<file path="src/mba_pkg.sv">
// Shared types and constants of the mosaic block averager.
package mba_pkg;

    localparam int MAX_BLOCKS_ACROSS = 1024;
    localparam int MAX_FRAME_SIDE    = 4096;

    localparam int DIM_W   = 13;
    localparam int SUM_W   = 32;
    localparam int CNT_W   = 26;
    localparam int COL_W   = 10;
    localparam int ROW_W   = 12;
    localparam int PIX_W   = 8;
    localparam int IDX_W   = 2;
    localparam int BLOCKS_DOWN_MAX = 4096;

    localparam logic [IDX_W-1:0] REG_FRAME_WIDTH   = 2'd0;
    localparam logic [IDX_W-1:0] REG_FRAME_HEIGHT  = 2'd1;
    localparam logic [IDX_W-1:0] REG_BLOCKS_ACROSS = 2'd2;
    localparam logic [IDX_W-1:0] REG_BLOCKS_DOWN   = 2'd3;

    localparam logic [12:0] RST_FRAME_WIDTH   = 13'd640;
    localparam logic [12:0] RST_FRAME_HEIGHT  = 13'd480;
    localparam logic [10:0] RST_BLOCKS_ACROSS = 11'd40;
    localparam logic [12:0] RST_BLOCKS_DOWN   = 13'd30;

    typedef struct packed {
        logic [COL_W-1:0] block_col;
        logic [ROW_W-1:0] block_row;
        logic [SUM_W-1:0] sum_red;
        logic [SUM_W-1:0] sum_green;
        logic [SUM_W-1:0] sum_blue;
        logic [CNT_W-1:0] count;
        logic             frame_done;
    } cell_t;

    typedef enum logic [2:0] {
        F_PIX  = 3'b001,
        F_DIV  = 3'b010,
        F_SUM  = 3'b100
    } front_state_t;

    typedef enum logic [2:0] {
        B_IDLE = 3'b001,
        B_DIV  = 3'b010,
        B_OUT  = 3'b100
    } back_state_t;

endpackage

</file>
<file path="src/mba_queue.sv">
// Two-entry queue of finished cell sums between front and back end.
module mba_queue
    import mba_pkg::*;
(
    input  logic  clk,
    input  logic  rst_n,
    input  cell_t wr_data,
    input  logic  wr_valid,
    output logic  wr_ready,
    output cell_t rd_data,
    output logic  rd_valid,
    input  logic  rd_ready
);

    cell_t      slot_reg [2];
    logic       wp_reg, rp_reg;
    logic [1:0] cnt_reg;
    logic       push, pop;

    assign wr_ready = (cnt_reg != 2'd2);
    assign rd_valid = (cnt_reg != 2'd0);
    assign rd_data  = slot_reg[rp_reg];
    assign push     = wr_valid && wr_ready;
    assign pop      = rd_valid && rd_ready;

    always_ff @(posedge clk)
    begin
        if (push)
            slot_reg[wp_reg] <= wr_data;
    end

    always_ff @(posedge clk or negedge rst_n)
    begin
        if (!rst_n)
        begin
            wp_reg  <= 1'b0;
            rp_reg  <= 1'b0;
            cnt_reg <= '0;
        end
        else
        begin
            if (push)
                wp_reg <= !wp_reg;
            if (pop)
                rp_reg <= !rp_reg;
            cnt_reg <= cnt_reg + {1'b0, push} - {1'b0, pop};
        end
    end

endmodule

</file>
<file path="config.mk">
export PLATFORM = sky130hd
export DESIGN_NAME = mba_queue
export DESIGN_NICKNAME = d
export VERILOG_FILES = /design/src/mba_pkg.sv /design/src/mba_queue.sv
export SDC_FILE = /design/constraint.sdc
export NUM_CORES = 1
export LEC_CHECK = 0
export BUFFER_PORTS_ARGS = -buffer_cell sky130_fd_sc_hd__buf_2
export CAP_MARGIN = 20
export CORE_ASPECT_RATIO = 1.2
export CORE_UTILIZATION = 50
export CTS_BUF_LIST = sky130_fd_sc_hd__clkbuf_4
export CTS_CLUSTER_SIZE = 16
export DETAILED_ROUTE_END_ITERATION = 8
export GPL_ROUTABILITY_DRIVEN = 0
export GPL_TIMING_DRIVEN = 0
export HOLD_SLACK_MARGIN = 0.02
export PLACE_DENSITY_LB_ADDON = 0.3
export SETUP_SLACK_MARGIN = 0.15
export SLEW_MARGIN = 5
export SYNTH_ARGS = -nofsm -noshare
export SYNTH_HDL_FRONTEND = slang
export SYNTH_SLANG_ARGS = --single-unit
</file>
<file path="constraint.sdc">
create_clock -name clk -period 19.38 [get_ports clk]
set_input_delay 2.907 -clock clk [delete_from_list [all_inputs] [get_ports clk]]
set_output_delay 2.907 -clock clk [all_outputs]
set_load 0.1 [all_outputs]
</file>
==> impl_metrics.csv, run 1 <==
group,metric,value,unit
sta,worstMarginPinSlew,0.6386,ns
global_route,grt_overflow,0,
global_route,grt_antenna_before_repair,2,
synthesis,ys_ff_latch,294,
die,fp.dieH,162.5,um
synthesis,syn-cell-area,0.01074,mm2
setup_path,setup.worst_path.end_class,"primary output",
setup_path,crit_arrival,2.08,ns
global_route,grt_pass1_wl,30280,um
drt,first_pass_iters,4,
clock_tree,cts-root-buf,"clkbuf_4",
run_status,outcome,"finished clean",
die,io_pins,296,
setup_path,worst_setup_path_start_kind,"register",
global_route,grt_pass1_vias,6317,
final_layout,layout-drive-gt1-share,63.34,%
final_layout,largest_register_ff_count,290,
synthesis,ys_seq_area_share,82.04,%
placed_design,pre_cts_ws,14.78,ns
sta,finalHoldViolations,0,
global_route,grt_start_max_net_pins,68,
final_layout,multiInputGateArea,0.001767,mm2
sta,fmax,200.5,MHz
synthesis,synth.avg_cell_area,22.70,um2
drt,drt_iter0_drc,223,
clock_tree,cts_buffer_depth,3,
sta,period_needed,4.989,ns
sta,holdWs,0.5867,ns
setup_path,worstPathRequired,16.47,ns
flow_run,cap_violations,0,
global_route,grt_usage,18.16,%
sta,drv_slew,0,
setup_path,timing.critical_path.fanout_max,10,
clock_tree,ctsHtreeMaxLevel,3,
die,die_w,135.8,um
drt,ant_nets,0,
sta,fin_worst_skew,0.03233,ns
drt,via_per_inst,4.888,
sta,finalSetupViolCount,0,
final_layout,fillers,1482,
sta,relSlewSlack,57.33,%
sta,worst_slack,14.39,ns
clock_tree,cts_setup_buffers,0,
setup_path,criticalPathCategory,"register to primary output",
sta,rsz0062_at_grt,"no",
die,core_area,0.02097,mm2
die,num_rows,58,
final_layout,finalNetCount,998,
placed_design,dpl.hpwl,13680,um
die,start_util,51.19,%
final_layout,final_cell_mix,"buf_2, edfxtp_1, mux2_2",
synthesis,synth.yosys.warnings,0,
drt,totalWireLength,19870,um
sta,final.setup.tns,0,ns
sta,min_period_over_period,25.74,%
drt,drc,0,
clock_tree,cts_inserted_buffers,71,
hold_path,hold_path_class,"register to register",
synthesis,syn_nets,623,
placed_design,io_buffers,295,
clock_tree,ctsHoldBuffers,0,
final_layout,final_common_cell,"buf_2",
drt,avgRoutedWirePerCell,16.91,um
synthesis,synth_cell_type_count,18,
clock_tree,clkTransAtPathRegs,0.07,ns
final_layout,synthToLayoutAreaGrowth,27.35,%
die,dieArea,0.02207,mm2
clock_tree,cts.sinks,294,
clock_tree,cts_tree,"done",
drt,vias,5743,
final_layout,seq_area,0.008808,mm2
clock_tree,clkLatencyLatePin,0.64,ns
synthesis,syn-instance-count,473,
clock_tree,ctsResizeCount,0,
==> metal layers <==
metal  track usage, %  share of wire (%)
met5                0              0.065
met4            8.172                2.0
met3            8.061                 11
met2            31.73                 53
met1            18.45                 34
==> synth_stat cells <==
cell      instances  area (um2)
nand2b_1          1       6.260
buf_4             2       15.01
o21ba_2           1       10.01
ha_1              1       12.51
edfxtp_1        290        8708
nor2_1            3       11.26
xnor2_1           3       26.28
nand3_1           1       5.000
nand2_1           2       7.510
buf_6            14       157.7
a311oi_1          1       8.760
dfrtp_1           4       100.1
mux2_2          145        1633
o21ai_0           1       5.000
nor2b_1           1       6.260
or2_2             1       6.260
and3_2            1       7.510
nor4bb_1          1       10.01
==> worst max-delay path: stages (launching register included) <==
cell     delay [ns]
dfrtp_1        0.36
buf_4          0.25
buf_6          0.19
mux2_2         0.35
buf_2          0.30
==> layout make-up <==
cell class | instances | share of cell area (%)
plain buffers | 16 | 1.263
repair buffers | 302 | 12.04
multi-input cells | 163 | 12.92
flip-flops and latches | 294 | 64.42
clock inverters | 30 | 1.464
clock buffers | 98 | 5.381
diodes | 2 | 0.03660
well taps | 270 | 2.471
==> path summary, 6_finish.rpt <==
path | start | endpoint | slack (ns) | depth (start not counted)
max in group asynchronous | rst_n | wp_reg | 17.17 | 1
worst max-delay path | rp_reg | rd_data[39] | 14.39 | 4
worst min register to register | wp_reg | wp_reg | 0.59 | 1
min in group asynchronous | rst_n | cnt_reg[0] | 2.08 | 1
worst min-delay path | wp_reg | wp_reg | 0.59 | 1
worst max register to register | cnt_reg[0] | slot_reg[0][78] | 17.26 | 5
==> logic make-up after synthesis <==
family	after synthesis	share of synthesized area (%)
AND/OR/NAND/NOR	11	0.5595
XOR/XNOR	3	0.2448
flip-flops	294	82.04
multiplexers	145	15.21
buffers and inverters	16	1.608
AO/OA/AOI/OAI	3	0.2214
adder cells (fa/ha/maj)	1	0.1165
==> per-stage QoR <==
step                      instance area, um2  utilization (%)  std cells
final                                  13670            65.20       1175
after global routing                   13670            65.20       1175
after CTS                              13670            65.17       1173
after detailed placement               12730            60.71       1045
after global placement                 12550            59.84       1038
after floorplan                        10740                -        473
Power of run 1 is not shown: default switching activity piles up to over one toggle a cycle in this logic, so the estimate is an artifact.
==> run 2: changes to the inputs <==
==> constraint.sdc (replaced) <==
create_clock -name clk -period 4.9 [get_ports clk]
set_input_delay 0.735 -clock clk [delete_from_list [all_inputs] [get_ports clk]]
set_output_delay 0.735 -clock clk [all_outputs]
set_load 0.1 [all_outputs]
==> run 2 against run 1 <==
Sequential share of layout area grew 0.49 points. Critical path depth stayed put. Routed wire length up 2.2%. Clock skew down 0.0023 ns. Sequential cell count unchanged. Via count grew 0.68%. Non-clock buffer count stayed put. Worst hold slack worse by 0.29 ns. Setup slack got worse by 12 ns. Core utilization is 0.49 points lower.
==> impl_metrics.csv, run 2 (synthesis results as in run 1) <==
group,metric,value,unit
clock_tree,ctsHtreeMaxLevel,3,
sta,finalSetupViolCount,0,
sta,drv_slew,0,
sta,rsz0062_at_grt,"no",
clock_tree,clkLatencyLatePin,0.63,ns
setup_path,slowest_stage,"mux2_2",
placed_design,post_dp_cell_area,0.01270,mm2
drt,via_per_inst,4.976,
final_layout,final_common_cell,"buf_2",
die,io_pins,296,
hold_path,hold_depth,1,
die,dieArea,0.02207,mm2
final_layout,layout-drive-gt1-share,64.23,%
die,die_w,135.8,um
setup_path,worst_setup_path_start_kind,"register",
die,start_util,51.19,%
setup_path,timing.critical_path.fanout_max,10,
sta,min_period_over_period,57.29,%
setup_path,worstPathRequired,4.16,ns
die,fp.dieH,162.5,um
clock_tree,ctsResizeCount,0,
clock_tree,cts_inserted_buffers,71,
clock_tree,clkTransAtPathRegs,0.06,ns
setup_path,setup.worst_path.end_class,"primary output",
drt,vias,5782,
placed_design,dpl.hpwl,14250,um
drt,ant_nets,0,
hold_path,hold_path_end,"slot_reg[1][114]",
die,num_rows,58,
global_route,grt_overflow,0,
setup_path,r2r-start,"cnt_reg[0]",
setup_path,r2r_cells,5,
die,core_area,0.02097,mm2
global_route,grt_start_max_net_pins,63,
clock_tree,cts_buffer_depth,3,
sta,fin_worst_skew,0.03001,ns
setup_path,r2r_end,"slot_reg[0][25]",
placed_design,place_inst,1044,
clock_tree,cts_tree,"done",
hold_path,hold_path_class,"input port to register",
final_layout,largest_register_ff_count,290,
drt,first_pass_iters,4,
sta,period_needed,2.807,ns
sta,finalHoldViolations,0,
final_layout,finalNetCount,998,
setup_path,worst-path-buf-inv,3,
setup_path,rrSetupSlack,2.53,ns
clock_tree,cts.sinks,294,
sta,final.setup.tns,0,ns
final_layout,synthToLayoutAreaGrowth,26.40,%
hold_path,min_from,"wr_data[114]",
global_route,grt_antenna_before_repair,2,
global_route,grt_pass1_vias,6283,
setup_path,path_delay_family,"buffers and inverters",
drt,totalWireLength,20310,um
drt,drc,0,
global_route,grt_pass1_wl,30490,um
final_layout,design_area,0.01357,mm2
run_status,outcome,"finished clean",
clock_tree,cts-root-buf,"clkbuf_4",
final_layout,final_cells,1162,
sta,relSlewSlack,35.65,%
setup_path,crit_arrival,2.07,ns
drt,avgRoutedWirePerCell,17.48,um
final_layout,final_cell_mix,"buf_2, edfxtp_1, mux2_2",
setup_path,cp_cell_sequence,"buf_4, buf_6, mux2_2, buf_2",
placed_design,io_buffers,295,
sta,fmax,356.2,MHz
flow_run,cap_violations,0,
drt,drt_iter0_drc,177,
global_route,grt_usage,18.47,%
sta,worstMarginPinSlew,0.9629,ns
setup_path,critPathMaxStageDelay,0.36,ns
setup_path,criticalPathCategory,"register to primary output",
-- run 2: cell types whose count changed in the layout (fill, tap and decap cells not counted), sizes merged, moves of 2 or more --
| cell | delta |
|---|---|
| clkbuf | +2 |
| clkinvlp | -2 |
| clkinv | -15 |
| inv | +2 |
-- run 2: routing by layer --
metal / GRT usage [%] / part of all wire, % / wire (um) / up-vias
met5: 0 / 0 / 0 / -
met4: 9.959 / 2.9 / 590 / 0
met3: 6.847 / 9.3 / 1894 / 42
met2: 32.47 / 52 / 10620 / 253
met1: 18.81 / 35 / 7201 / 2796
li1: - / - / - / 2691
-- run 2: how the worst max path moves through the flow --
| stage | to | cells after the start | slack [ns] | start |
|---|---|---|---|---|
| final | rd_data[62] | 4 | 2.09 | rp_reg |
| after global routing | rd_data[86] | 4 | 1.97 | rp_reg |
| after CTS | rd_data[62] | 4 | 1.99 | rp_reg |
| after detailed placement | slot_reg[0][25] | 5 | 2.22 | wr_valid |
| after global placement | slot_reg[0][6] | 3 | 0.42 | wr_valid |
| after floorplan | slot_reg[0][0] | 3 | 0.80 | cnt_reg[0] |
-- run 2: repair_timing --
action / in CTS / in global routing
setup buffers: 0 / 0
hold buffers: 1 / 0
hold endpoints to repair: 4 / 0
-- run 2: worst register-to-register path, delay by kind of cell, from the launching register on --
kind	cells	cell delay, ns
buffers and inverters	2	0.57
flip-flops	1	0.43
AND/OR/NAND/NOR	3	1.06
-- run 2: stage by stage --
step	hold WS, ns	setup WS, ns	utilization, %
after floorplan	0.4394	0.8038	-
after CTS	0.2143	1.995	64.67
after detailed placement	0.5452	2.218	60.54
final	0.2934	2.093	64.71
after global placement	0.5280	0.4243	59.88
after global routing	0.2057	1.966	64.69
-- run 2: final cells by class --
cell class / count / area, um2
fillers: 1473 / 7402
plain buffers: 16 / 172.7
flip-flops and latches: 294 / 8808
clock inverters: 14 / 105.1
clock buffers: 100 / 750.7
repair buffers: 302 / 1622
well taps: 270 / 337.8
multi-input cells: 163 / 1767
diodes: 3 / 7.507
Power of run 2 is left out for the same reason.
==> run 3: changes to the inputs <==
==> constraint.sdc (replaced) <==
create_clock -name clk -period 2.85 [get_ports clk]
set_input_delay 0.4275 -clock clk [delete_from_list [all_inputs] [get_ports clk]]
set_output_delay 0.4275 -clock clk [all_outputs]
set_load 0.1 [all_outputs]
==> run 3 against run 2 <==
Clock skew fell by 0.0037 ns. Die area stayed put. First-iteration DRC count grew 21%. Core utilization up 7.2 points. Worst hold slack got worse by 0.18 ns. Clock-buffer cell count decreased by 5. Cell count increased by 13%. Sequential cell count is the same. Non-clock buffer count is 146 higher. Critical path type unchanged. Highest routed layer unchanged.
==> impl_metrics.csv, run 3 (synthesis results as in run 1) <==
group,metric,value,unit
run_status,outcome,"finished clean",
setup_path,cp_cell_sequence,"buf_4, buf_6, mux2_2, buf_2",
hold_path,hold_depth,3,
drt,first_pass_iters,4,
final_layout,largest_register_ff_count,290,
sta,relSlewSlack,52.21,%
die,start_util,51.19,%
die,num_rows,58,
clock_tree,clkTransAtPathRegs,0.07,ns
setup_path,critPathMaxStageDelay,0.37,ns
die,io_pins,296,
clock_tree,cts_buffer_depth,3,
drt,vias,6430,
clock_tree,clkLatencyLatePin,0.62,ns
hold_path,hold_path_end,"rp_reg",
sta,final.setup.tns,0,ns
final_layout,final_common_cell,"buf_2",
clock_tree,cts_setup_buffers,0,
setup_path,timing.critical_path.fanout_max,10,
global_route,grt_antenna_before_repair,1,
hold_path,hold_path_class,"input port to register",
placed_design,dpl.hpwl,14070,um
sta,finalHoldViolations,0,
sta,period_needed,2.534,ns
sta,fin_worst_skew,0.02630,ns
setup_path,r2r_cells,6,
setup_path,r2r-start,"cnt_reg[0]",
drt,ant_nets,0,
die,core_area,0.02097,mm2
setup_path,criticalPathCategory,"register to primary output",
global_route,grt_start_max_net_pins,64,
setup_path,crit_arrival,2.11,ns
setup_path,setup.worst_path.end_class,"primary output",
global_route,grt_usage,20.65,%
setup_path,worstPathRequired,2.42,ns
die,die_w,135.8,um
setup_path,worst_setup_path_start_kind,"register",
final_layout,layout-drive-gt1-share,54.65,%
sta,rsz0062_at_grt,"no",
drt,avgRoutedWirePerCell,17.42,um
clock_tree,cts_tree,"done",
flow_run,cap_violations,0,
global_route,grt_overflow,0,
drt,drc,0,
global_route,grt_pass1_wl,34430,um
hold_path,min_from,"rd_ready",
global_route,grt_pass1_vias,7074,
final_layout,synthToLayoutAreaGrowth,40.45,%
sta,finalSetupViolCount,0,
final_layout,final_cell_mix,"buf_2, edfxtp_1, dlygate4sd3_1",
die,fp.dieH,162.5,um
sta,worstMarginPinSlew,0.7152,ns
setup_path,rrSetupSlack,0.58,ns
sta,min_period_over_period,88.90,%
clock_tree,cts.sinks,294,
placed_design,io_buffers,295,
drt,via_per_inst,4.893,
die,dieArea,0.02207,mm2
setup_path,r2r_end,"slot_reg[0][103]",
sta,fmax,394.7,MHz
sta,drv_slew,0,
drt,totalWireLength,22890,um
clock_tree,ctsHtreeMaxLevel,3,
drt,drt_iter0_drc,214,
final_layout,finalNetCount,1143,
clock_tree,cts_inserted_buffers,70,
setup_path,slowest_stage,"mux2_2",
clock_tree,cts-root-buf,"clkbuf_4",
run 3: changes by cell type in the layout (fill, tap and decap cells not counted), sizes merged:
cell         delta
dlygate4sd3   +145
clkinv         +13
clkbuf          -5
diode           -2
buf             +1
run 3: worst max path at each step:
stage                     startpoint         endpoint  depth (start not counted)
final                         rp_reg      rd_data[31]                          4
after global routing          rp_reg      rd_data[31]                          4
after CTS                     rp_reg      rd_data[56]                          4
after detailed placement    wr_valid  slot_reg[0][25]                          6
after global placement      wr_valid  slot_reg[0][25]                          3
after floorplan           cnt_reg[0]   slot_reg[0][0]                          3
run 3: layout make-up:
cell class	instances	area, um2
diodes	1	2.502
plain buffers	16	172.7
clock buffers	95	713.2
clock inverters	27	155.1
fillers	1298	5893
multi-input cells	163	1782
flip-flops and latches	294	8808
well taps	270	337.8
repair buffers	448	3108
run 3: timing repair:
| item | CTS | global route |
|---|---|---|
| hold endpoints to repair | 294 | 0 |
| resized for setup | 0 | 0 |
| endpoints found under the setup margin | 0 | 0 |
| hold buffers | 146 | 0 |
run 3: worst max-delay path, delay by kind of cell (launching register included):
| kind | cells | cell delay [ns] |
|---|---|---|
| flip-flops | 1 | 0.35 |
| multiplexers | 1 | 0.37 |
| buffers and inverters | 3 | 0.77 |
run 3: metrics by stage:
| step | utilization (%) | cells | setup slack [ns] | hold WS [ns] | instance area (um2) |
|---|---|---|---|---|---|
| 6_report | 71.90 | 1314 | 0.3164 | 0.1097 | 15080 |
| 2_1_floorplan | - | 473 | -0.5735 | 0.1319 | 10760 |
| 3_5_place_dp | 60.78 | 1045 | 0.5313 | 0.2424 | 12750 |
| 5_1_grt | 71.90 | 1314 | 0.1836 | 0.09725 | 15080 |
| 3_3_place_gp | 59.95 | 1038 | -1.285 | 0.2404 | 12570 |
| 4_1_cts | 71.89 | 1313 | 0.2326 | 0.04183 | 15080 |
run 3: layer usage:
metal	track usage, %	vias up	share of wire, %
met4	12.56	0	3.8
met5	0	-	0
li1	-	2981	-
met1	21.09	3130	36
met2	37.06	256	54
met3	5.696	63	6.4
Power of run 3 is left out for the same reason.
