--- src/mba_pkg.sv ---
// Shared types and constants of the mosaic block averager.
package mba_pkg;

    localparam int MAX_BLOCKS_ACROSS = 1024;
    localparam int MAX_FRAME_SIDE    = 4096;

    localparam int DIM_W   = 13;
    localparam int SUM_W   = 32;
    localparam int CNT_W   = 26;
    localparam int COL_W   = 10;
    localparam int ROW_W   = 12;
    localparam int PIX_W   = 8;
    localparam int IDX_W   = 2;
    localparam int BLOCKS_DOWN_MAX = 4096;

    localparam logic [IDX_W-1:0] REG_FRAME_WIDTH   = 2'd0;
    localparam logic [IDX_W-1:0] REG_FRAME_HEIGHT  = 2'd1;
    localparam logic [IDX_W-1:0] REG_BLOCKS_ACROSS = 2'd2;
    localparam logic [IDX_W-1:0] REG_BLOCKS_DOWN   = 2'd3;

    localparam logic [12:0] RST_FRAME_WIDTH   = 13'd640;
    localparam logic [12:0] RST_FRAME_HEIGHT  = 13'd480;
    localparam logic [10:0] RST_BLOCKS_ACROSS = 11'd40;
    localparam logic [12:0] RST_BLOCKS_DOWN   = 13'd30;

    typedef struct packed {
        logic [COL_W-1:0] block_col;
        logic [ROW_W-1:0] block_row;
        logic [SUM_W-1:0] sum_red;
        logic [SUM_W-1:0] sum_green;
        logic [SUM_W-1:0] sum_blue;
        logic [CNT_W-1:0] count;
        logic             frame_done;
    } cell_t;

    typedef enum logic [2:0] {
        F_PIX  = 3'b001,
        F_DIV  = 3'b010,
        F_SUM  = 3'b100
    } front_state_t;

    typedef enum logic [2:0] {
        B_IDLE = 3'b001,
        B_DIV  = 3'b010,
        B_OUT  = 3'b100
    } back_state_t;

endpackage

--- src/mba_if.sv ---


interface mba_res_if;
    logic        valid;
    logic        ready;
    logic [9:0]  block_col;
    logic [11:0] block_row;
    logic [7:0]  avg_red;
    logic [7:0]  avg_green;
    logic [7:0]  avg_blue;
    logic        frame_done;
    modport source (output valid, block_col, block_row, avg_red, avg_green, avg_blue,
                    frame_done, input ready);
    modport sink   (input valid, block_col, block_row, avg_red, avg_green, avg_blue,
                    frame_done, output ready);
endinterface


--- src/mba_back.sv ---
// Back end: divides the three channel sums by the cell pixel count, holds the result.
module mba_back
    import mba_pkg::*;
(
    input  logic      clk,
    input  logic      rst_n,
    input  cell_t     cell_data,
    input  logic      cell_valid,
    output logic      cell_ready,
    mba_res_if.source res
);

    back_state_t      state_reg;
    logic [4:0]       step_reg;
    logic [CNT_W-1:0] div_reg;
    logic [SUM_W-1:0] q_reg [3];
    logic [CNT_W-1:0] r_reg [3];
    logic [CNT_W:0]   t [3];
    logic [COL_W-1:0] col_reg;
    logic [ROW_W-1:0] row_reg;
    logic             done_reg;

    assign cell_ready     = (state_reg == B_IDLE);
    assign res.valid      = (state_reg == B_OUT);
    assign res.block_col  = col_reg;
    assign res.block_row  = row_reg;
    assign res.avg_red    = q_reg[0][PIX_W-1:0];
    assign res.avg_green  = q_reg[1][PIX_W-1:0];
    assign res.avg_blue   = q_reg[2][PIX_W-1:0];
    assign res.frame_done = done_reg;

    always_comb
    begin
        for (int i = 0; i < 3; i++)
            t[i] = {r_reg[i], q_reg[i][SUM_W-1]};
    end

    always_ff @(posedge clk)
    begin
        if (cell_valid && cell_ready)
        begin
            q_reg[0] <= cell_data.sum_red;
            q_reg[1] <= cell_data.sum_green;
            q_reg[2] <= cell_data.sum_blue;
            for (int i = 0; i < 3; i++)
                r_reg[i] <= '0;
            div_reg  <= cell_data.count;
            col_reg  <= cell_data.block_col;
            row_reg  <= cell_data.block_row;
            done_reg <= cell_data.frame_done;
        end
        else if (state_reg == B_DIV)
        begin
            for (int i = 0; i < 3; i++)
            begin
                if (t[i] >= {1'b0, div_reg})
                begin
                    r_reg[i] <= CNT_W'(t[i] - {1'b0, div_reg});
                    q_reg[i] <= {q_reg[i][SUM_W-2:0], 1'b1};
                end
                else
                begin
                    r_reg[i] <= t[i][CNT_W-1:0];
                    q_reg[i] <= {q_reg[i][SUM_W-2:0], 1'b0};
                end
            end
        end
    end

    always_ff @(posedge clk or negedge rst_n)
    begin
        if (!rst_n)
        begin
            state_reg <= B_IDLE;
            step_reg  <= '0;
        end
        else
        begin
            case (state_reg)
                B_IDLE:
                begin
                    if (cell_valid)
                    begin
                        state_reg <= B_DIV;
                        step_reg  <= '0;
                    end
                end
                B_DIV:
                begin
                    step_reg <= step_reg + 5'd1;
                    if (step_reg == 5'd31)
                        state_reg <= B_OUT;
                end
                B_OUT:
                begin
                    if (res.ready)
                        state_reg <= B_IDLE;
                end
                default: state_reg <= B_IDLE;
            endcase
        end
    end

endmodule

--- src/flat_wrapper.sv ---
// flat-port wrapper written by rule: the top's interface ports become plain ports
module mba_back_flat import mba_pkg::*;
  (clk, rst_n, cell_data, cell_valid, cell_ready, res_valid, res_block_col, res_block_row, res_avg_red, res_avg_green, res_avg_blue, res_frame_done, res_ready);
  mba_res_if res_i ();
  input  logic clk;
  input  logic rst_n;
  input  cell_t cell_data;
  input  logic cell_valid;
  output logic cell_ready;
  output wire logic [$bits(res_i.valid)-1:0] res_valid;
  output wire logic [$bits(res_i.block_col)-1:0] res_block_col;
  output wire logic [$bits(res_i.block_row)-1:0] res_block_row;
  output wire logic [$bits(res_i.avg_red)-1:0] res_avg_red;
  output wire logic [$bits(res_i.avg_green)-1:0] res_avg_green;
  output wire logic [$bits(res_i.avg_blue)-1:0] res_avg_blue;
  output wire logic [$bits(res_i.frame_done)-1:0] res_frame_done;
  input wire logic [$bits(res_i.ready)-1:0] res_ready;
  assign res_valid = res_i.valid;
  assign res_block_col = res_i.block_col;
  assign res_block_row = res_i.block_row;
  assign res_avg_red = res_i.avg_red;
  assign res_avg_green = res_i.avg_green;
  assign res_avg_blue = res_i.avg_blue;
  assign res_frame_done = res_i.frame_done;
  assign res_i.ready = res_ready;
  mba_back u_core (.clk(clk), .rst_n(rst_n), .cell_data(cell_data), .cell_valid(cell_valid), .cell_ready(cell_ready), .res(res_i));
endmodule
--- config.mk ---
export PLATFORM = sky130hd
export DESIGN_NAME = mba_back_flat
export DESIGN_NICKNAME = d
export VERILOG_FILES = /design/src/mba_pkg.sv /design/src/mba_if.sv /design/src/mba_back.sv /design/src/flat_wrapper.sv
export SDC_FILE = /design/constraint.sdc
export NUM_CORES = 1
export LEC_CHECK = 0
export BUFFER_PORTS_ARGS = -buffer_cell sky130_fd_sc_hd__buf_2
export CAP_MARGIN = 5
export CORE_AREA = 4 4 218 220
export CTS_CLUSTER_DIAMETER = 50
export DETAILED_ROUTE_END_ITERATION = 16
export DIE_AREA = 0 0 222 224
export HOLD_SLACK_MARGIN = 0.1
export PLACE_DENSITY = 0.5
export RECOVER_POWER = 25
export SYNTH_ARGS = -nofsm -noshare
export SYNTH_HDL_FRONTEND = slang
export SYNTH_SLANG_ARGS = --single-unit
--- constraint.sdc ---
create_clock -name clk -period 4.9 [get_ports clk]
set_input_delay 0.49 -clock clk [delete_from_list [all_inputs] [get_ports clk]]
set_output_delay 0.49 -clock clk [all_outputs]
set_load 0.02 [all_outputs]
==> results of run 1 <==
## layout make-up
cell class,count,area (sq um)
well taps,600,751
fillers,4627,29000
clock inverters,17,153
clock buffers,39,836
inverters,55,211
flip-flops and latches,231,6890
repair buffers,251,1440
multi-input cells,924,6020
## power groups by stage
stage | registers (mW) | clock network [mW] | logic (mW)
3_5_place_dp | 3.61 | 0 | 5.27
6_report | 3.58 | 2.18 | 5.27
3_3_place_gp | 3.61 | 0 | 5.25
5_1_grt | 3.67 | 2.32 | 5.90
2_1_floorplan | 3.59 | 0 | 4.14
4_1_cts | 3.59 | 2.24 | 5.33
## cell families (layout without fill, tap and decap cells)
| group | Yosys count | count (layout) |
|---|---|---|
| buffers and inverters | 127 | 362 |
| adders and majority gates | 83 | 83 |
| and+or+nand+nor | 461 | 461 |
| DFF | 231 | 231 |
| AOI/OAI and AO/OA | 271 | 271 |
| muxes | 50 | 50 |
| xor gates and xnor gates | 59 | 59 |
## cells in the mapped netlist (6+ instances only)
library cell / count / area [sq um]
sky130_fd_sc_hd__a211oi_1: 11 / 82.6
sky130_fd_sc_hd__a21o_1: 30 / 225
sky130_fd_sc_hd__a21oi_1: 58 / 290
sky130_fd_sc_hd__a22o_1: 33 / 289
sky130_fd_sc_hd__a31oi_1: 13 / 81.3
sky130_fd_sc_hd__and3_1: 10 / 62.6
sky130_fd_sc_hd__and4_1: 6 / 52.6
sky130_fd_sc_hd__buf_1: 6 / 22.5
sky130_fd_sc_hd__buf_4: 29 / 218
sky130_fd_sc_hd__clkbuf_1: 26 / 97.6
sky130_fd_sc_hd__dfrtp_1: 7 / 175
sky130_fd_sc_hd__edfxtp_1: 222 / 6670
sky130_fd_sc_hd__ha_1: 80 / 1000
sky130_fd_sc_hd__inv_1: 54 / 203
sky130_fd_sc_hd__mux2i_1: 49 / 490
sky130_fd_sc_hd__nand2_1: 237 / 890
sky130_fd_sc_hd__nand3_1: 14 / 70.1
sky130_fd_sc_hd__nand4_1: 12 / 75.1
sky130_fd_sc_hd__nor2_1: 127 / 477
sky130_fd_sc_hd__nor2b_1: 10 / 62.6
sky130_fd_sc_hd__nor3_1: 17 / 85.1
sky130_fd_sc_hd__o21a_1: 16 / 120
sky130_fd_sc_hd__o21ai_0: 34 / 170
sky130_fd_sc_hd__o21bai_1: 8 / 60.1
sky130_fd_sc_hd__o22ai_1: 9 / 56.3
sky130_fd_sc_hd__xnor2_1: 33 / 289
sky130_fd_sc_hd__xor2_1: 26 / 228
## routing by layer
layer | vias to the layer above | share of wire [%] | GRT usage [%]
met4 | 0 | 1.7 | 3.04
met5 | - | 0 | 0
li1 | 5074 | - | -
met3 | 40 | 4.3 | 2.12
met2 | 199 | 49 | 23.6
met1 | 4876 | 45 | 18.2
## worst max-delay path, stage by stage, from the launching register on
cell and delay [ns]:
sky130_fd_sc_hd__dfrtp_1 0.48, sky130_fd_sc_hd__inv_2 0.08, sky130_fd_sc_hd__nor3_1 0.25, sky130_fd_sc_hd__clkbuf_1 1.56
sky130_fd_sc_hd__buf_4 0.75, sky130_fd_sc_hd__nand3_1 0.13, sky130_fd_sc_hd__mux2_2 0.28, sky130_fd_sc_hd__o21ai_1 0.07
## per-stage QoR
stage / power (mW) / hold slack, ns
2_1_floorplan: 7.72 / 0.194
3_3_place_gp: 8.86 / 0.348
3_5_place_dp: 8.88 / 0.349
4_1_cts: 11.2 / 0.105
5_1_grt: 11.9 / 0.100
6_report: 11.0 / 0.128
## final timing paths
kind	startpoint	endpoint	slack, ns	cells after the start
max in group asynchronous	rst_n	u_core.state_reg[0]	4.11	2
setup / recovery	u_core.state_reg[1]	u_core.r_reg[0][23]	1.09	7
min in group asynchronous	rst_n	u_core.state_reg[2]	0.43	2
hold reg to reg	u_core.step_reg[3]	u_core.step_reg[3]	0.49	1
setup reg to reg	u_core.state_reg[1]	u_core.r_reg[0][23]	1.09	7
hold / removal	cell_data[5]	u_core.div_reg[4]	0.13	1
==> flow_results.org, run 1 <==
** Routing
- In this run, the number of DRC markers left after iteration 0 of detailed routing was 562.
- Via count :: 10200
- Via count normalized by instance count :: 4.81
- In the routed design, unresolved DRC markers number 0.
- Summed over all layers, the routed wires come to 35000 microns.
- Drt wl/cell :: 16.5 microns
- Iteration count of the initial detailed-routing pass :: 5
- Count of antenna-violating nets left after detailed routing :: 0

** Finish
- Leaving out fill and tap cells, the most frequent cell in the layout is sky130_fd_sc_hd__nand2_1.
- The post-route netlist has 14.8% of its cells at a drive strength greater than 1.
- The number of antenna diodes in the final layout is 0.
- The register with the most flip-flops in the layout has 96 of them.
- Number of standard cells in the final layout excluding fillers :: 2117
- Final Core Density :: 36.0%
- P&R area growth vs syn :: 20.6%
- After routing the design area is 16300 sq um.
- Number of nets in the final layout :: 1725
- Most used cells in the layout excluding fill and tap cells :: 237 x sky130_fd_sc_hd__nand2_1, 222 x sky130_fd_sc_hd__edfxtp_1, 140 x sky130_fd_sc_hd__buf_2

** STA
- The number of max-slew violations in the final report is 112.
- Setup repair after global routing left no endpoint under its margin.
- Based on the critical path, the design can be clocked at up to 262 MHz.
- Final Worst Setup Slack :: 1.09 ns
- The hold violation count in the final report is 0.
- Setup violations, final :: 0
- At the pin with the least slew margin, the transition time is 2.86 ns.
- Final clock period utilization by the worst path :: 77.8%
- Final sum of negative setup slack :: 0 ns
- Minimum period implied by the final worst setup slack :: 3.81 ns
- Slew margin rel. :: -90.7%
- Setup clock skew after layout :: 0.0222 ns

** Critical path
- The worst setup path is of the reg -> reg kind.
- Of all nets on the critical path, the largest fanout is 63.
- Crit path required time :: 5.31 ns
- Data arrives at the worst endpoint at 4.22 ns.
- STA classifies the critical path startpoint as a flop.
- Crit path capture type :: flop

** Floorplan
- Initial standard-cell utilization of the core :: 29.8%
- Die W :: 222 microns
- 198 I/O pins were placed.
- The die covers 49700 sq um.
- Rows :: 78
- Height of the die :: 224 microns
- Core Area :: 45300 sq um

** Clock network
- Clock-pin slew was measured on the worst setup and hold paths at 0.06 ns.
- In this run, post-CTS repair resized a total of 0 instances.
- # H-tree levels :: 1
- Insertion delay of the later-clocked pin in the worst-skew pair :: 0.56 ns
- For this design, the sink count on the clock tree is 231.
- Number of hold buffers added after CTS :: 42
- Number of buffers inserted during clock tree synthesis :: 30
- Cell chosen for the clock root :: sky130_fd_sc_hd__clkbuf_16
- Postcts setup bufs :: 0
- Clock tree from TritonCTS :: yes
- Counting along the longest clock path gives a buffer depth of 3.

** Synthesis
- Adder and majority gate portion of the synthesized area :: 7.85%
- Summing the areas of all and, or, nand and nor instances in the mapped netlist gives 14.6% of the synthesized area.
- Post-synthesis net count :: 1514
- Among all flip-flop cells after synthesis, the most frequent one is sky130_fd_sc_hd__edfxtp_1.
- The cell count after synthesis came out at 1282.
- Parity-gate share of the synthesized area counting xor and xnor cells :: 3.82%
- Avg Cell Area, Syn :: 10.5 sq um
- Register area share after synthesis :: 51.0%
- Yosys cell types :: 81
- Area of the mapped netlist :: 13500 sq um
- The synthesized design contains 222 enable-type register cells.
- Mux contribution to synthesized area :: 3.71%
- After synthesis, the share of flip-flops with an asynchronous set or reset is 3.46%.
- By area, the combinational part of the netlist is dominated by simple AND/OR/NAND/NOR gates.
- The Yosys step of the flow raised 0 warnings.
- The synthesized design contains 231 register bits.
- Summing the areas of all compound-gate instances in the mapped netlist gives 14.4% of the synthesized area.

** Power
- Net switching is 40.3% of the power.
- Reg power frac :: 32.5%
- The analysis attributes to net switching a power of 4.45 mW.
- Worst voltage drop across the vdd grid :: 0.000316 V
- The analysis attributes to cell leakage a power of 6.90 nW.
- Internal power comes to 6.59 mW.
- Per report_power, the combinational group accounts for 47.8% of the total.
- The clock network accounts for 19.8% of the total power.
- Power density relative to cell area :: 677 nW/um^2

** Global routing
- Number of global-route vias before repair :: 10300
- Remaining global-route overflow :: 0
- Global routing used 13.6% of the available tracks across all layers.
- First-pass GRT wire length :: 56000 microns
- Largest net degree at the start of global routing :: 81
- The initial antenna violation count came to 0.

** Outcome
- The final reports fail on capacitance limit, slew limit.
- The run finished, with violations left.

** Worst hold path
- The path class of the tightest hold or removal check is in -> reg.

** Placed design
- Detailed placement finished with a half-perimeter wire length of 25000 microns.
- Prior to clock tree synthesis, the placed netlist has a worst setup slack of 1.23 ns.
- Number of placed instances with taps included :: 2019
- The placed instances occupy a cell area of 15000 sq um.
- Buffers placed on the I/O ports in this run total 197.
- Weighted congestion reported at the end of routability-driven placement :: 0.835

** Flow run
- Max Cap Violations :: 2
No activity file was read; power rests on OpenSTA's default activity.
==> run 2: changes to the inputs <==
==> constraint.sdc (replaced) <==
create_clock -name clk -period 3.5 [get_ports clk]
set_input_delay 0.35 -clock clk [delete_from_list [all_inputs] [get_ports clk]]
set_output_delay 0.35 -clock clk [all_outputs]
set_load 0.02 [all_outputs]
==> run 2 against run 1 <==
The flow now finishes without violations. Die area stayed put. Utilization up 2.9 points. Power increased by 47%. Sequential cell count stayed put. Critical path depth rose by 5. Non-clock buffer count grew 113. Combinational power increased by 47%. Sequential share of layout area decreased by 3.2 points. Maximum frequency up 15%. Largest power group unchanged.
==> flow_results.org, run 2 (synthesis gave the netlist of run 1 again) <==
** Finish
- Most common cell after layout, fill and taps aside :: sky130_fd_sc_hd__nand2_1
- Max FFs per register :: 96 (unchanged)
- Most used cells in the layout excluding fill and tap cells :: 236 x sky130_fd_sc_hd__nand2_1, 222 x sky130_fd_sc_hd__edfxtp_1, 138 x sky130_fd_sc_hd__buf_2
- The multi-input logic area is 6040 sq um (+0.37%).
- Count of fill cells added during filler insertion :: 4553 (-1.6%)
- Share of post-route cells with drive strength above 1 :: 15.8% (+1.0 points)
- Compared with the post-synthesis result, the final layout area differs by 30.4%.
- The final net count was 1844 (+6.9%).
- The area of all sequential standard cells is 6890 sq um (unchanged).

** Critical path
- The maximum net fanout on the critical path was 39 (-38%).
- Crit path required time :: 3.77 ns (-1.54 ns)
- The critical path data arrival time was 3.59 ns (-0.63 ns).
- Sum of buffers and inverters on the critical path :: 3 (unchanged)
- CP max stage delay :: 0.35 ns (-1.21 ns)
- Crit path capture type :: flop
- Slowest cell on the critical path :: sky130_fd_sc_hd__mux2i_1
- Critical setup path kind :: reg -> reg
- Family of cells with the greatest summed delay on the critical path :: compound AO/OA/AOI/OAI gates
- The worst setup path is launched from a flop.
- Walking the worst path, the cells encountered are inv_1 -> buf_4 -> ha_1 -> nor2b_1 -> o31a_1 -> o21ba_2 -> o21ai_1 -> a31oi_1 -> a21oi_4 -> buf_12 -> mux2i_1 -> nor2_1.

** Placed design
- The port buffer count came to 197 (unchanged).
- Pre-CTS setup slack :: 0.201 ns (-1.03 ns)
- Post-detailed-placement half-perimeter wirelength :: 25900 microns (+3.5%)
- The final weighted congestion of routability-driven global placement was 0.863 (+3.3%).

** Floorplan
- Rows :: 78 (unchanged)
- The floorplan die area is 49700 sq um (unchanged).
- Height of the die :: 224 microns (unchanged)
- The number of top-level pins is 198 (unchanged).
- Die W :: 222 microns (unchanged)
- Core Area :: 45300 sq um (unchanged)
- The starting density of the core was 29.8% (unchanged).

** Global routing
- Overall Global Routing Usage :: 14.5% (+0.92 points)
- The via count of the first global-routing pass is 11100 (+7.2%).
- Largest net degree at the start of global routing :: 115 (+42%)
- Number of antenna violations at the first check in global routing :: 1 (+1)
- Remaining global-route overflow :: 0 (unchanged)
- First-pass GRT wire length :: 58800 microns (+5.1%)

** Clock network
- Total number of clock tree sinks :: 231 (unchanged)
- CTS clock-pin slew for the worst setup and hold paths :: 0.06 ns (about the same)
- The maximum clock path buffer count was 3 (unchanged).
- Clock tree from TritonCTS :: yes
- Postcts setup bufs :: 0 (unchanged)
- The number of clock buffers inserted by TritonCTS came to 36 (+20%).
- Insertion delay of the later-clocked pin in the worst-skew pair :: 0.54 ns (-0.02 ns)
- The tree is rooted in a sky130_fd_sc_hd__clkbuf_16.
- # H-tree levels :: 2 (+1)

** Flow run
- Max Cap Violations :: 0 (-2)

** STA
- Final Worst Setup Slack :: 0.175 ns (-0.913 ns)
- Number of hold violations in the final report :: 0 (unchanged)
- Setup clock skew after layout :: 0.0198 ns (-0.00245 ns)
- Minimum period implied by the final worst setup slack :: 3.32 ns (-0.487 ns)
- Final clock period utilization by the worst path :: 95.0% (+17 points)
- Count of final max-slew check failures :: 0 (-100%)
- Worst Max-Slew Pin Slew :: 0.952 ns (-1.91 ns)
- Slew margin rel. :: 36.5% (+130 points)
- The final-report setup violation count was 0 (unchanged).
- Setup repair after global routing missed its margin :: false
- Max frequency :: 301 MHz (+15%)

** Routing
- Iteration count of the initial detailed-routing pass :: 5 (unchanged)
- The DRC marker count from the first detailed-route iteration is 529 (-5.9%).
- The total wirelength of the detailed-routed design came to 37100 microns (+5.9%).
- The post-detailed-route count of antenna-violating nets was 0 (unchanged).
- Remaining routing DRC violations :: 0 (unchanged)
- The via count of the routed design was 10800 (+5.6%).
- The average detailed-routed wire length per instance was 16.6 microns (about the same).
- Via count normalized by instance count :: 4.80 (-0.28%)

** Worst hold path
- In this run the worst hold path is classified as in -> reg.

** Power
- Worst voltage drop across the vdd grid :: 0.000495 V (+56%)
- The static leakage power came to 7.49 nW (+8.6%).
- The overall power was 16.3 mW (+47%).
- The power per unit of standard cell area is 923 nW/um^2 (+36%).

** Outcome
- Run status :: finished, final reports clean
## run 2: changes by cell type in the layout (fill, tap and decap cells not counted), sizes merged
cell	change
diode	+1
clkbuf	+5
clkinv	+1
inv	+4
dlygate4sd3	+92
buf	+21
## run 2: repair_timing
| action | 4_1_cts | 5_1_grt |
|---|---|---|
| resized for setup | 0 | 1 |
| endpoints found under the hold margin | 141 | 0 |
| endpoints found under the setup margin | 0 | 1 |
| hold buffers | 134 | 0 |
## run 2: final cells by class
type	instances	area share, %
timing repair buffer	364	14.5
multi-input combinational	924	34.3
inverter	55	1.21
clock inverter	22	1.36
sequential	231	39.1
clock buffer	44	5.34
antenna	1	0.0142
tap	600	4.26
## run 2: final timing paths
path	startpoint	slack (ns)	cells past startpoint	endpoint
max	u_core.div_reg[1]	0.18	12	u_core.r_reg[2][1]
min	cell_data[37]	0.13	2	u_core.q_reg[2][10]
max reg2reg	u_core.div_reg[1]	0.18	12	u_core.r_reg[2][1]
min reg2reg	u_core.q_reg[1][9]	0.50	2	u_core.q_reg[1][10]
max in group asynchronous	rst_n	2.90	2	u_core.state_reg[0]
min in group asynchronous	rst_n	0.26	2	u_core.state_reg[1]
## run 2: metal layers
| layer | GRT usage (%) | up-vias | share of wire (%) | routed length, microns |
|---|---|---|---|---|
| met1 | 17.6 | 5157 | 43 | 15800 |
| met4 | 5.76 | 0 | 3.1 | 1150 |
| li1 | - | 5317 | - | - |
| met3 | 2.37 | 73 | 3.6 | 1350 |
| met2 | 26.0 | 209 | 51 | 18800 |
| met5 | 0 | - | 0 | 0 |
## run 2: worst register-to-register path: stages, from the launching register on
cell and delay, ns:
sky130_fd_sc_hd__edfxtp_1 0.34, sky130_fd_sc_hd__inv_1 0.06, sky130_fd_sc_hd__buf_4 0.15, sky130_fd_sc_hd__ha_1 0.30
sky130_fd_sc_hd__nor2b_1 0.17, sky130_fd_sc_hd__o31a_1 0.30, sky130_fd_sc_hd__o21ba_2 0.27, sky130_fd_sc_hd__o21ai_1 0.29
sky130_fd_sc_hd__a31oi_1 0.26, sky130_fd_sc_hd__a21oi_4 0.23, sky130_fd_sc_hd__buf_12 0.25, sky130_fd_sc_hd__mux2i_1 0.38
sky130_fd_sc_hd__nor2_1 0.06
## run 2: through the flow
stage                     hold slack, ns  utilization (%)  instance area [sq um]  instances  setup TNS [ns]
after floorplan                   0.0544                -                  13600       1282          -61.15
after detailed placement           0.202             33.5                  15200       2040               0
after global placement             0.202             33.5                  15200       2040               0
after global routing               0.119             38.9                  17600       2241               0
after CTS                          0.101             39.1                  17700       2240               0
final                              0.126             38.9                  17600       2241               0
## run 2: where the power goes
group | switching [mW] | leakage [nW] | internal (mW)
logic | 4.62 | 4.67 | 3.11
clock network | 1.40 | 0.569 | 2.12
registers | 0.514 | 2.25 | 4.52
total | 6.53 | 7.49 | 9.74
